File: src/sv/sdbr_pkg.sv
// shared types, constants and helpers for the stick to d-pad button repeat block
`default_nettype none
package sdbr_pkg;

    // field widths
    localparam int ButtonW  = 24;
    localparam int AxisW    = 8;
    localparam int WordW    = 32;
    localparam int CenterW  = 8;
    localparam int ThreshW  = 7;
    localparam int CountW   = 4;
    localparam int InDataW  = ButtonW + 4 * AxisW;
    localparam int OutDataW = 5 * WordW;
    localparam int CfgIdxW  = 2;
    localparam int CfgDataW = 8;

    // register indexes
    localparam logic [CfgIdxW-1:0] RegCenter = 2'd0;
    localparam logic [CfgIdxW-1:0] RegThresh = 2'd1;
    localparam logic [CfgIdxW-1:0] RegDelay  = 2'd2;
    localparam logic [CfgIdxW-1:0] RegReload = 2'd3;

    // register reset values
    localparam logic [CenterW-1:0] CenterRst = 8'd128;
    localparam logic [ThreshW-1:0] ThreshRst = 7'd64;
    localparam logic [CountW-1:0]  DelayRst  = 4'd10;
    localparam logic [CountW-1:0]  ReloadRst = 4'd6;

    // configuration seen by the datapath
    typedef struct packed {
        logic [CenterW-1:0] center;
        logic [ThreshW-1:0] threshold;
        logic [CountW-1:0]  delay;
        logic [CountW-1:0]  reload;
    } t_cfg;

    // one result item
    typedef struct packed {
        logic [WordW-1:0] hold_word;
        logic [WordW-1:0] repeat_word;
        logic [WordW-1:0] released_word;
        logic [WordW-1:0] pressed_word;
        logic [WordW-1:0] current_word;
    } t_result;

    // saturating counter increment
    function automatic logic [CountW-1:0] sat_inc(input logic [CountW-1:0] c);
        logic [CountW-1:0] r;
        r = (c == {CountW{1'b1}}) ? c : c + 1'b1;
        return r;
    endfunction

endpackage
`default_nettype wire

File: src/sv/stick_to_dpad_button_repeat.sv
// top level: stream ports, configuration registers, input register and datapath
// Each controller sample (24 button bits plus four 8-bit stick axes) yields one
// 160-bit result: the combined 32-bit word with stick direction flags in bits
// 24..31, its pressed and released edges, and the repeat and hold words. The
// block takes one sample per cycle while the result side accepts results; a sample
// passes through the input register, then the result register. Write
// configuration only while no sample is in flight.
`default_nettype none
module stick_to_dpad_button_repeat (
    input  wire logic                          i_clk,
    input  wire logic                          i_rst_n,
    // input samples
    input  wire logic                          i_s_tvalid,
    output logic                               o_s_tready,
    // button_bits, left_x, left_y, right_x, right_y (lowest bit up)
    input  wire logic [sdbr_pkg::InDataW-1:0]  i_s_tdata,
    // results
    output logic                               o_m_tvalid,
    input  wire logic                          i_m_tready,
    // current_word, pressed_word, released_word, repeat_word, hold_word
    output logic [sdbr_pkg::OutDataW-1:0]      o_m_tdata,
    // configuration writes
    input  wire logic                          i_cfg_we,
    input  wire logic [sdbr_pkg::CfgIdxW-1:0]  i_cfg_index,
    input  wire logic [sdbr_pkg::CfgDataW-1:0] i_cfg_data
);

    sdbr_pkg::t_cfg               r_cfg;
    logic                         r_in_valid;
    logic [sdbr_pkg::InDataW-1:0] r_in_data;
    logic                         r_out_valid;

    logic                         w_advance;
    logic [3:0]                   w_left_flags;
    logic [3:0]                   w_right_flags;
    logic [sdbr_pkg::WordW-1:0]   w_word;
    sdbr_pkg::t_result            w_result;

    // configuration register writes
    always_ff @(posedge i_clk) begin
        if (!i_rst_n) begin
            r_cfg.center    <= sdbr_pkg::CenterRst;
            r_cfg.threshold <= sdbr_pkg::ThreshRst;
            r_cfg.delay     <= sdbr_pkg::DelayRst;
            r_cfg.reload    <= sdbr_pkg::ReloadRst;
        end else if (i_cfg_we) begin
            case (i_cfg_index)
                sdbr_pkg::RegCenter: r_cfg.center    <= i_cfg_data;
                sdbr_pkg::RegThresh: r_cfg.threshold <= i_cfg_data[sdbr_pkg::ThreshW-1:0];
                sdbr_pkg::RegDelay:  r_cfg.delay     <= i_cfg_data[sdbr_pkg::CountW-1:0];
                sdbr_pkg::RegReload: r_cfg.reload    <= i_cfg_data[sdbr_pkg::CountW-1:0];
                default: begin
                end
            endcase
        end
    end

    // handshake: move the input register into the result register
    assign w_advance  = r_in_valid && (!r_out_valid || i_m_tready);
    assign o_s_tready = !r_in_valid || w_advance;

    // input register
    always_ff @(posedge i_clk) begin
        if (!i_rst_n) begin
            r_in_valid <= 1'b0;
        end else if (o_s_tready) begin
            r_in_valid <= i_s_tvalid;
        end
    end

    always_ff @(posedge i_clk) begin
        if (i_s_tvalid && o_s_tready) begin
            r_in_data <= i_s_tdata;
        end
    end

    // result valid
    always_ff @(posedge i_clk) begin
        if (!i_rst_n) begin
            r_out_valid <= 1'b0;
        end else if (w_advance) begin
            r_out_valid <= 1'b1;
        end else if (i_m_tready) begin
            r_out_valid <= 1'b0;
        end
    end

    // stick direction flags
    sdbr_stick_dir u_left (
        .i_x     (r_in_data[31:24]),
        .i_y     (r_in_data[39:32]),
        .i_cfg   (r_cfg),
        .o_flags (w_left_flags)
    );

    sdbr_stick_dir u_right (
        .i_x     (r_in_data[47:40]),
        .i_y     (r_in_data[55:48]),
        .i_cfg   (r_cfg),
        .o_flags (w_right_flags)
    );

    assign w_word = {w_right_flags, w_left_flags, r_in_data[sdbr_pkg::ButtonW-1:0]};

    // edge detect, repeat and hold
    sdbr_repeat u_repeat (
        .i_clk     (i_clk),
        .i_rst_n   (i_rst_n),
        .i_advance (w_advance),
        .i_word    (w_word),
        .i_cfg     (r_cfg),
        .o_result  (w_result)
    );

    assign o_m_tvalid = r_out_valid;
    assign o_m_tdata  = w_result;

endmodule
`default_nettype wire

File: src/sv/sdbr_stick_dir.sv
// direction flags (up, right, down, left) for one analog stick
`default_nettype none
module sdbr_stick_dir (
    input  wire logic [sdbr_pkg::AxisW-1:0] i_x,
    input  wire logic [sdbr_pkg::AxisW-1:0] i_y,
    input  wire sdbr_pkg::t_cfg             i_cfg,
    output logic [3:0]                      o_flags
);

    logic signed [9:0] w_lo;
    logic signed [9:0] w_hi;
    logic signed [9:0] w_x;
    logic signed [9:0] w_y;

    // window limits, may fall outside the axis range
    assign w_lo = $signed({2'b00, i_cfg.center}) - $signed({3'b000, i_cfg.threshold});
    assign w_hi = $signed({2'b00, i_cfg.center}) + $signed({3'b000, i_cfg.threshold});
    assign w_x  = $signed({2'b00, i_x});
    assign w_y  = $signed({2'b00, i_y});

    // bit0 up, bit1 right, bit2 down, bit3 left
    assign o_flags[0] = (w_y < w_lo);
    assign o_flags[2] = (w_y > w_hi);
    assign o_flags[3] = (w_x < w_lo);
    assign o_flags[1] = (w_x > w_hi);

endmodule
`default_nettype wire

File: src/sv/sdbr_repeat.sv
// edge detect and auto-repeat state with the result register
`default_nettype none
module sdbr_repeat (
    input  wire logic                       i_clk,
    input  wire logic                       i_rst_n,
    input  wire logic                       i_advance,
    input  wire logic [sdbr_pkg::WordW-1:0] i_word,
    input  wire sdbr_pkg::t_cfg             i_cfg,
    output sdbr_pkg::t_result               o_result
);

    logic [sdbr_pkg::WordW-1:0]  r_prev;
    logic [sdbr_pkg::CountW-1:0] r_rep_cnt;
    logic [sdbr_pkg::CountW-1:0] r_hold_cnt;
    sdbr_pkg::t_result           r_result;

    logic [sdbr_pkg::WordW-1:0]  n_prev;
    logic [sdbr_pkg::CountW-1:0] n_rep_cnt;
    logic [sdbr_pkg::CountW-1:0] n_hold_cnt;
    sdbr_pkg::t_result           n_result;
    logic [sdbr_pkg::CountW-1:0] w_rep_inc;
    logic [sdbr_pkg::CountW-1:0] w_hold_inc;

    // next state and result for the word in the input register
    always_comb begin
        w_rep_inc  = sdbr_pkg::sat_inc(r_rep_cnt);
        w_hold_inc = sdbr_pkg::sat_inc(r_hold_cnt);
        n_prev     = r_prev;
        n_rep_cnt  = r_rep_cnt;
        n_hold_cnt = r_hold_cnt;
        n_result.current_word  = i_word;
        n_result.pressed_word  = i_word & ~r_prev;
        n_result.released_word = ~i_word & r_prev;
        n_result.repeat_word   = i_word & ~r_prev;
        n_result.hold_word     = i_word & ~r_prev;
        if (i_word == r_prev) begin
            n_rep_cnt  = w_rep_inc;
            n_hold_cnt = w_hold_inc;
            if (w_rep_inc >= i_cfg.delay) begin
                n_result.repeat_word = i_word;
                n_rep_cnt            = i_cfg.reload;
            end
            if (w_hold_inc >= i_cfg.delay) begin
                n_result.hold_word = i_word;
                n_hold_cnt         = i_cfg.delay;
            end
        end else begin
            n_rep_cnt  = '0;
            n_hold_cnt = '0;
            n_prev     = i_word;
        end
    end

    // state registers
    always_ff @(posedge i_clk) begin
        if (!i_rst_n) begin
            r_prev     <= '0;
            r_rep_cnt  <= '0;
            r_hold_cnt <= '0;
        end else if (i_advance) begin
            r_prev     <= n_prev;
            r_rep_cnt  <= n_rep_cnt;
            r_hold_cnt <= n_hold_cnt;
        end
    end

    // result payload
    always_ff @(posedge i_clk) begin
        if (i_advance) begin
            r_result <= n_result;
        end
    end

    assign o_result = r_result;

endmodule
`default_nettype wire

File: config.mk
export PLATFORM = sky130hd
export DESIGN_NAME = stick_to_dpad_button_repeat
export DESIGN_NICKNAME = d
export VERILOG_FILES = /design/src/sv/sdbr_pkg.sv /design/src/sv/stick_to_dpad_button_repeat.sv /design/src/sv/sdbr_stick_dir.sv /design/src/sv/sdbr_repeat.sv
export SDC_FILE = /design/constraint.sdc
export NUM_CORES = 1
export LEC_CHECK = 0
export ABC_CLOCK_PERIOD_IN_PS = 7500
export CAP_MARGIN = 20
export CELL_PAD_IN_SITES_DETAIL_PLACEMENT = 1
export CELL_PAD_IN_SITES_GLOBAL_PLACEMENT = 2
export CORE_MARGIN = 8
export CORE_UTILIZATION = 45
export CTS_BUF_LIST = sky130_fd_sc_hd__clkbuf_2 sky130_fd_sc_hd__clkbuf_4 sky130_fd_sc_hd__clkbuf_8
export DETAILED_ROUTE_END_ITERATION = 6
export DONT_BUFFER_PORTS = 1
export PLACE_DENSITY_LB_ADDON = 0.12
export REMOVE_ABC_BUFFERS = 1
export SYNTH_ARGS = -nofsm -noshare
export SYNTH_HDL_FRONTEND = slang
export SYNTH_SLANG_ARGS = --single-unit
File: constraint.sdc
create_clock -name i_clk -period 7.5 [get_ports i_clk]
set_input_delay 1.5 -clock i_clk [delete_from_list [all_inputs] [get_ports i_clk]]
set_output_delay 1.5 -clock i_clk [all_outputs]
set_load 0.05 [all_outputs]
==> flow_summary.yaml, run 1 <==
min_path:
  hp-class: "flop to flop"
  hold_end: "u_repeat.r_prev[16]"
  hold_start: "u_repeat.r_prev[16]"
  hold_depth: 2
synth:
  synth_cell_types: 60
  ys_ff_latch: 281
  yosys-top-cells-area: "edfxtp_1, ha_1, dfxtp_1, mux2_2, inv_1"
  yosys_most_used_dff: "edfxtp_1"
  synth_cells: 1023
  synth_most_common_cell: "edfxtp_1"
  synthArstFlopShare_pct: 0
  netlist_area_um2: 13240
  synth_edf_count: 216
  synth_top_area_share_pct: 48.98
  synth_warnings: 0
  yosys.area.top_type: "edfxtp_1"
  yosys-top-cells-count: "edfxtp_1, ha_1, inv_1"
  yosysSeqAreaShare_pct: 58.81
  syn_area_per_cell_um2: 12.94
power:
  powerDensity_nw_per_um2: 255.3
  p_clk_share_pct: 37.2
  p_switching_mw: 1.045
  pwr-share-comb_pct: 9.1
  switching_share_pct: 27.88
  peakVddDrop_mv: 0.1280
  intPower_mw: 2.704
  leakage_nw: 5.721
  seqPwrFrac_pct: 53.7
  power_mw: 3.749
timing:
  fin_worst_skew_ns: 0.03020
  setup_ws_ns: 1.146
  slew_violations: 0
  period_share_pct: 84.72
  hold_slack_ns: 0.4763
  rsz0062_at_grt: "false"
  setup_viol: 0
  worst_slew_margin_rel_pct: 37.59
  fmax_ghz: 0.1574
  tightest_slew_ns: 0.9341
  finalHoldViolations: 0
  layout_min_cycle_time_ns: 6.354
critical_path:
  cp_max_fo: 32
  critPathBufInv: 3
  cp_slowest_stage_delay_ns: 0.57
  reg2reg_depth: 22
  path_cells: "inv_1 -> ha_1 -> nor2b_1 -> a211o_1 -> a21oi_1 -> o21ai_0 -> a21oi_1 -> nor2_1 -> xor2_1 -> ha_1 -> and2_1 -> nand4_1 -> or4_1 -> a21boi_1 -> inv_1 -> ha_1 -> nand4_1 -> nor4_1 -> nand2_1 -> nor2_4 -> buf_4 -> mux2_2"
  critical_path_class: "flop to flop"
  endpoint_kind: "flop"
  cpMostUsedCell: "ha_1"
  worstSetupStartpointType: "flop"
  slowest_stage: "or4_1"
  cp.required_ns: 7.81
  worst_path_dominant_cell_family: "simple AND/OR/NAND/NOR gates"
  r2r_start: "r_cfg[10]"
  cp.arrival_ns: 6.66
  r2r_end: "u_repeat.o_result[118]"
  rrSetupSlack_ns: 1.15
routing:
  detail-route-antenna-nets: 0
  drt_first_pass_iters: 4
  route.detailed.drc: 0
  via_per_inst: 5.205
  wl_per_cell_um: 21.58
  drt_iter0_drc: 303
  num_vias: 7714
  wl_um: 31980
placed_design:
  pre_cts_slack_ns: 1.122
  placed_area_um2: 13710
  dp.cells: 1393
  port-buffer-count: 0
  dp_hpwl_um: 22800
  gp_congestion: 0.7499
cts:
  cts_sinks: 281
  cts_buffers: 48
  path_clk_slew_ns: 0.06
  cts-resized-gates: 0
  worstSkewPairLatency_ns: 0.58
  cts_tree: "built"
  hold_buffers: 0
  clockBufferDepth: 3
  cts_root_buffer: "clkbuf_8"
  htree_levels: 2
  postCtsSetupBuffers: 0
global_routing:
  grt_antenna_before_repair: 1
  grt_pass1_wl_um: 48420
  grt_pass1_vias: 8006
  grtUsageTotal_pct: 17.57
  grt_max_degree: 94
  grt-ovfl-total: 0
floorplan:
  dieWidth_um: 187.5
  io_pins: 233
  rows: 63
  start_util_pct: 45.16
  coreArea_um2: 29320
  die_h_um: 187.5
  dieArea_um2: 35170
final_layout:
  area_growth_pct: 10.91
  finish.instance_area_um2: 14690
  fillers: 2995
  nets: 1266
  final_cells: 1482
  drive_above_1_share_pct: 15.86
run_status:
  status: "complete, no violations"
job:
  maxCapViolCount: 0
worst register-to-register path: cells and delay by family, from the launching register on:
family / cells / cell delay [ns]
AND/OR/NAND/NOR: 9 / 2.23
flip-flops: 1 / 0.35
adder cells (fa/ha/maj): 3 / 0.94
buffers and inverters: 3 / 0.63
multiplexers: 1 / 0.43
XOR/XNOR: 1 / 0.39
AO/OA/AOI/OAI: 5 / 1.13
cells by family (layout without fill, tap and decap cells):
| group | count (synthesis) | count (layout) | synth area share, % |
|---|---|---|---|
| AOI/OAI and AO/OA | 136 | 136 | 6.709 |
| other | 0 | 1 | 0 |
| buffers and inverters | 129 | 197 | 3.742 |
| adders and majority gates | 143 | 143 | 13.61 |
| muxes | 93 | 93 | 7.748 |
| DFF | 281 | 281 | 58.81 |
| and+or+nand+nor | 217 | 217 | 7.635 |
| xor gates and xnor gates | 24 | 24 | 1.748 |
worst max-delay path by stage:
stage | from | to | cells after the start
6_report | r_cfg[10] | u_repeat.o_result[118] | 22
5_1_grt | r_cfg[9] | u_repeat.o_result[114] | 22
4_1_cts | r_cfg[9] | u_repeat.o_result[97] | 22
3_5_place_dp | r_cfg[9] | u_repeat.o_result[105] | 22
3_3_place_gp | r_cfg[9] | u_repeat.o_result[111] | 22
2_1_floorplan | i_m_tready | u_repeat.r_prev[24] | 6
power by group through the flow:
stage          sequential (mW)  combinational [mW]  clock, mW
6_report                  2.01               0.342       1.39
5_1_grt                   2.02               0.390       1.51
4_1_cts                   2.02               0.349       1.45
3_5_place_dp              2.05               0.345          0
3_3_place_gp              2.04               0.335          0
2_1_floorplan             2.02               0.246          0
stage by stage:
| step | setup TNS (ns) | util [%] |
|---|---|---|
| after CTS | 0 | 50.08 |
| after global routing | 0 | 50.09 |
| after floorplan | -0.9440 | - |
| final | 0 | 50.09 |
| after detailed placement | 0 | 46.75 |
| after global placement | 0 | 46.75 |
cells in the final DEF, fill, tap and decap left out, drive strengths merged, types with 23 or more instances in the layout:
cell    Yosys  final
dfxtp      65     65
inv       101    102
nor2       59     59
mux2i      23     23
a21oi      60     60
nand2      80     80
mux2       70     70
ha        140    140
edfxtp    216    216
clkbuf     21     69
flip-flops by register name, indices dropped and copies added, names as in the netlist:
signal / cells
u_repeat.o_result: 160
r_in_data: 56
u_repeat.r_prev: 32
r_cfg: 23
u_repeat.r_hold_cnt: 4
u_repeat.r_rep_cnt: 4
o_m_tvalid: 1
r_in_valid: 1
cell type report:
class	instances	area [um^2]	share of cell area [%]
multi-input combinational	613	4989	33.97
timing repair buffer	8	60.06	0.4089
sequential	281	7787	53.02
inverter	101	384.1	2.615
clock inverter	19	151.4	1.031
antenna	1	2.502	0.01704
clock buffer	69	824.5	5.614
tap	390	488.0	3.323
metal layers:
layer,share of wire (%),track usage [%],wire (um),vias to the layer above
met3,5.7,5.071,1818,56
met4,2.4,5.606,756,0
li1,-,-,-,3728
met1,44,21.33,14080,3732
met2,48,29.77,15320,198
met5,0,0,0,-
(Power assumes the default switching activity.)
==> inputs of run 2 (changes only) <==
ABC_CLOCK_PERIOD_IN_PS = 6600   (was 7500)
clock period = 6.6 ns   (was 7.5 ns; I/O delays follow)
==> flow_summary.yaml, run 2 (synthesis gave the netlist of run 1 again) <==
routing:
  via_per_inst: 5.224
  route.detailed.drc: 0
  detail-route-antenna-nets: 0
  num_vias: 7753
  wl_per_cell_um: 21.25
  wl_um: 31540
  drt_first_pass_iters: 4
  drt_iter0_drc: 294
power:
  seqPwrFrac_pct: 54.2
  p_switching_mw: 1.167
  switching_share_pct: 27.64
  leakage_nw: 5.736
  peakVddDrop_mv: 0.1460
  intPower_mw: 3.056
  pwr-share-comb_pct: 9.2
  p_clk_share_pct: 36.6
  power_mw: 4.223
  powerDensity_nw_per_um2: 286.8
floorplan:
  dieArea_um2: 35170
  dieWidth_um: 187.5
  coreArea_um2: 29320
  start_util_pct: 45.16
  io_pins: 233
  rows: 63
  die_h_um: 187.5
final_layout:
  finish.instance_area_um2: 14720
  fillers: 3021
  drive_above_1_share_pct: 16.09
  area_growth_pct: 11.19
  nets: 1268
  n_antenna_cell: 0
  largest_reg_flops: 160
  layout_common_cells: "edfxtp_1, ha_1, inv_1"
  final_common_cell: "edfxtp_1"
critical_path:
  endpoint_kind: "flop"
  cp.arrival_ns: 6.48
  critical_path_class: "flop to flop"
  worstSetupStartpointType: "flop"
  critPathBufInv: 3
  r2r_start: "r_cfg[10]"
  worst_path_dominant_cell_family: "simple AND/OR/NAND/NOR gates"
  slowest_stage: "or4_1"
  cp.required_ns: 6.89
  path_cells: "inv_1 -> ha_1 -> nor2b_1 -> a211o_1 -> a21oi_1 -> o21ai_0 -> a21oi_1 -> nor2_1 -> xor2_1 -> ha_1 -> and2_1 -> nand4_1 -> or4_1 -> a21boi_1 -> inv_1 -> ha_1 -> nand4_1 -> nor4_1 -> nand2_1 -> nor2_4 -> buf_12 -> mux2_2"
  reg2reg_depth: 22
  cpMostUsedCell: "ha_1"
  cp_slowest_stage_delay_ns: 0.58
  cp_num_cells: 22
  cp_max_fo: 32
  startpoint: "r_cfg[10]"
placed_design:
  placed_area_um2: 13760
  port-buffer-count: 0
  dp_hpwl_um: 22950
  gp_congestion: 0.7572
  pre_cts_slack_ns: 0.3830
timing:
  tightest_slew_ns: 0.9820
  worst_slew_margin_rel_pct: 34.38
  finalHoldViolations: 0
  fmax_ghz: 0.1615
  hold_slack_ns: 0.4770
  layout_min_cycle_time_ns: 6.193
  setup_viol: 0
  setup_ws_ns: 0.4066
  slew_violations: 0
  fin_worst_skew_ns: 0.02995
  period_share_pct: 93.84
  rsz0062_at_grt: "false"
  tns_ns: 0
global_routing:
  grt_pass1_wl_um: 48190
  grt_max_degree: 94
  grt_antenna_before_repair: 0
  grt_pass1_vias: 8011
  grt-ovfl-total: 0
  grtUsageTotal_pct: 17.39
cts:
  worstSkewPairLatency_ns: 0.57
  postCtsSetupBuffers: 0
  hold_buffers: 0
  path_clk_slew_ns: 0.05
  cts-resized-gates: 0
  cts_buffers: 47
  cts_sinks: 281
  clockBufferDepth: 3
  htree_levels: 2
  cts_tree: "built"
  cts_root_buffer: "clkbuf_8"
min_path:
  hp-class: "flop to flop"
  hold_start: "u_repeat.r_prev[7]"
  hold_depth: 2
run_status:
  status: "complete, no violations"
job:
  maxCapViolCount: 0
run 2: cell count changes in the layout (fill, tap and decap cells not counted):
cell	before	now
clkbuf_8	49	53
clkbuf_4	20	23
clkinv_2	4	0
diode_2	1	0
buf_4	8	9
buf_12	0	2
bufinv_16	2	0
inv_8	0	1
clkinv_4	1	0
inv_6	2	1
run 2: area by class of cell:
cell class / count / area, um^2 / share of cell area [%]
Sequential cell: 281 / 7787 / 52.89
Multi-Input combinational cell: 613 / 4989 / 33.88
Clock buffer: 76 / 902.1 / 6.127
Tap cell: 390 / 488.0 / 3.314
Inverter: 101 / 384.1 / 2.609
Timing Repair Buffer: 11 / 107.6 / 0.7309
Clock inverter: 12 / 65.06 / 0.4419
run 2: worst paths after layout:
kind	slack, ns	end
worst max-delay path	0.41	u_repeat.o_result[105]
worst min-delay path	0.48	u_repeat.r_prev[7]
worst max register to register	0.41	u_repeat.o_result[105]
worst min register to register	0.48	u_repeat.r_prev[7]
run 2: worst min-delay path: cells and delay by family (launching register included):
family / cells / cell delay (ns)
DFF: 1 / 0.32
AOI/OAI and AO/OA: 1 / 0.05
and+or+nand+nor: 1 / 0.06
run 2: metal layers:
layer | share of wire (%) | global-route usage (%) | vias up
met5 | 0 | 0 | -
met2 | 48 | 29.68 | 214
li1 | - | - | 3725
met3 | 5.4 | 4.030 | 44
met4 | 1.9 | 4.606 | 0
met1 | 44 | 21.90 | 3770
run 2: power by group through the flow:
stage	sequential (mW)	clock (mW)	combinational, mW
2_1_floorplan	2.30	0	0.280
3_3_place_gp	2.32	0	0.382
3_5_place_dp	2.33	0	0.396
4_1_cts	2.29	1.60	0.400
5_1_grt	2.30	1.66	0.444
6_report	2.29	1.55	0.390
run 2: stage by stage:
step	instances	utilization, %
finish	1484	50.21
global route	1484	50.21
CTS	1484	50.21
detailed placement	1396	46.91
global placement	1396	46.91
floorplan	995	-
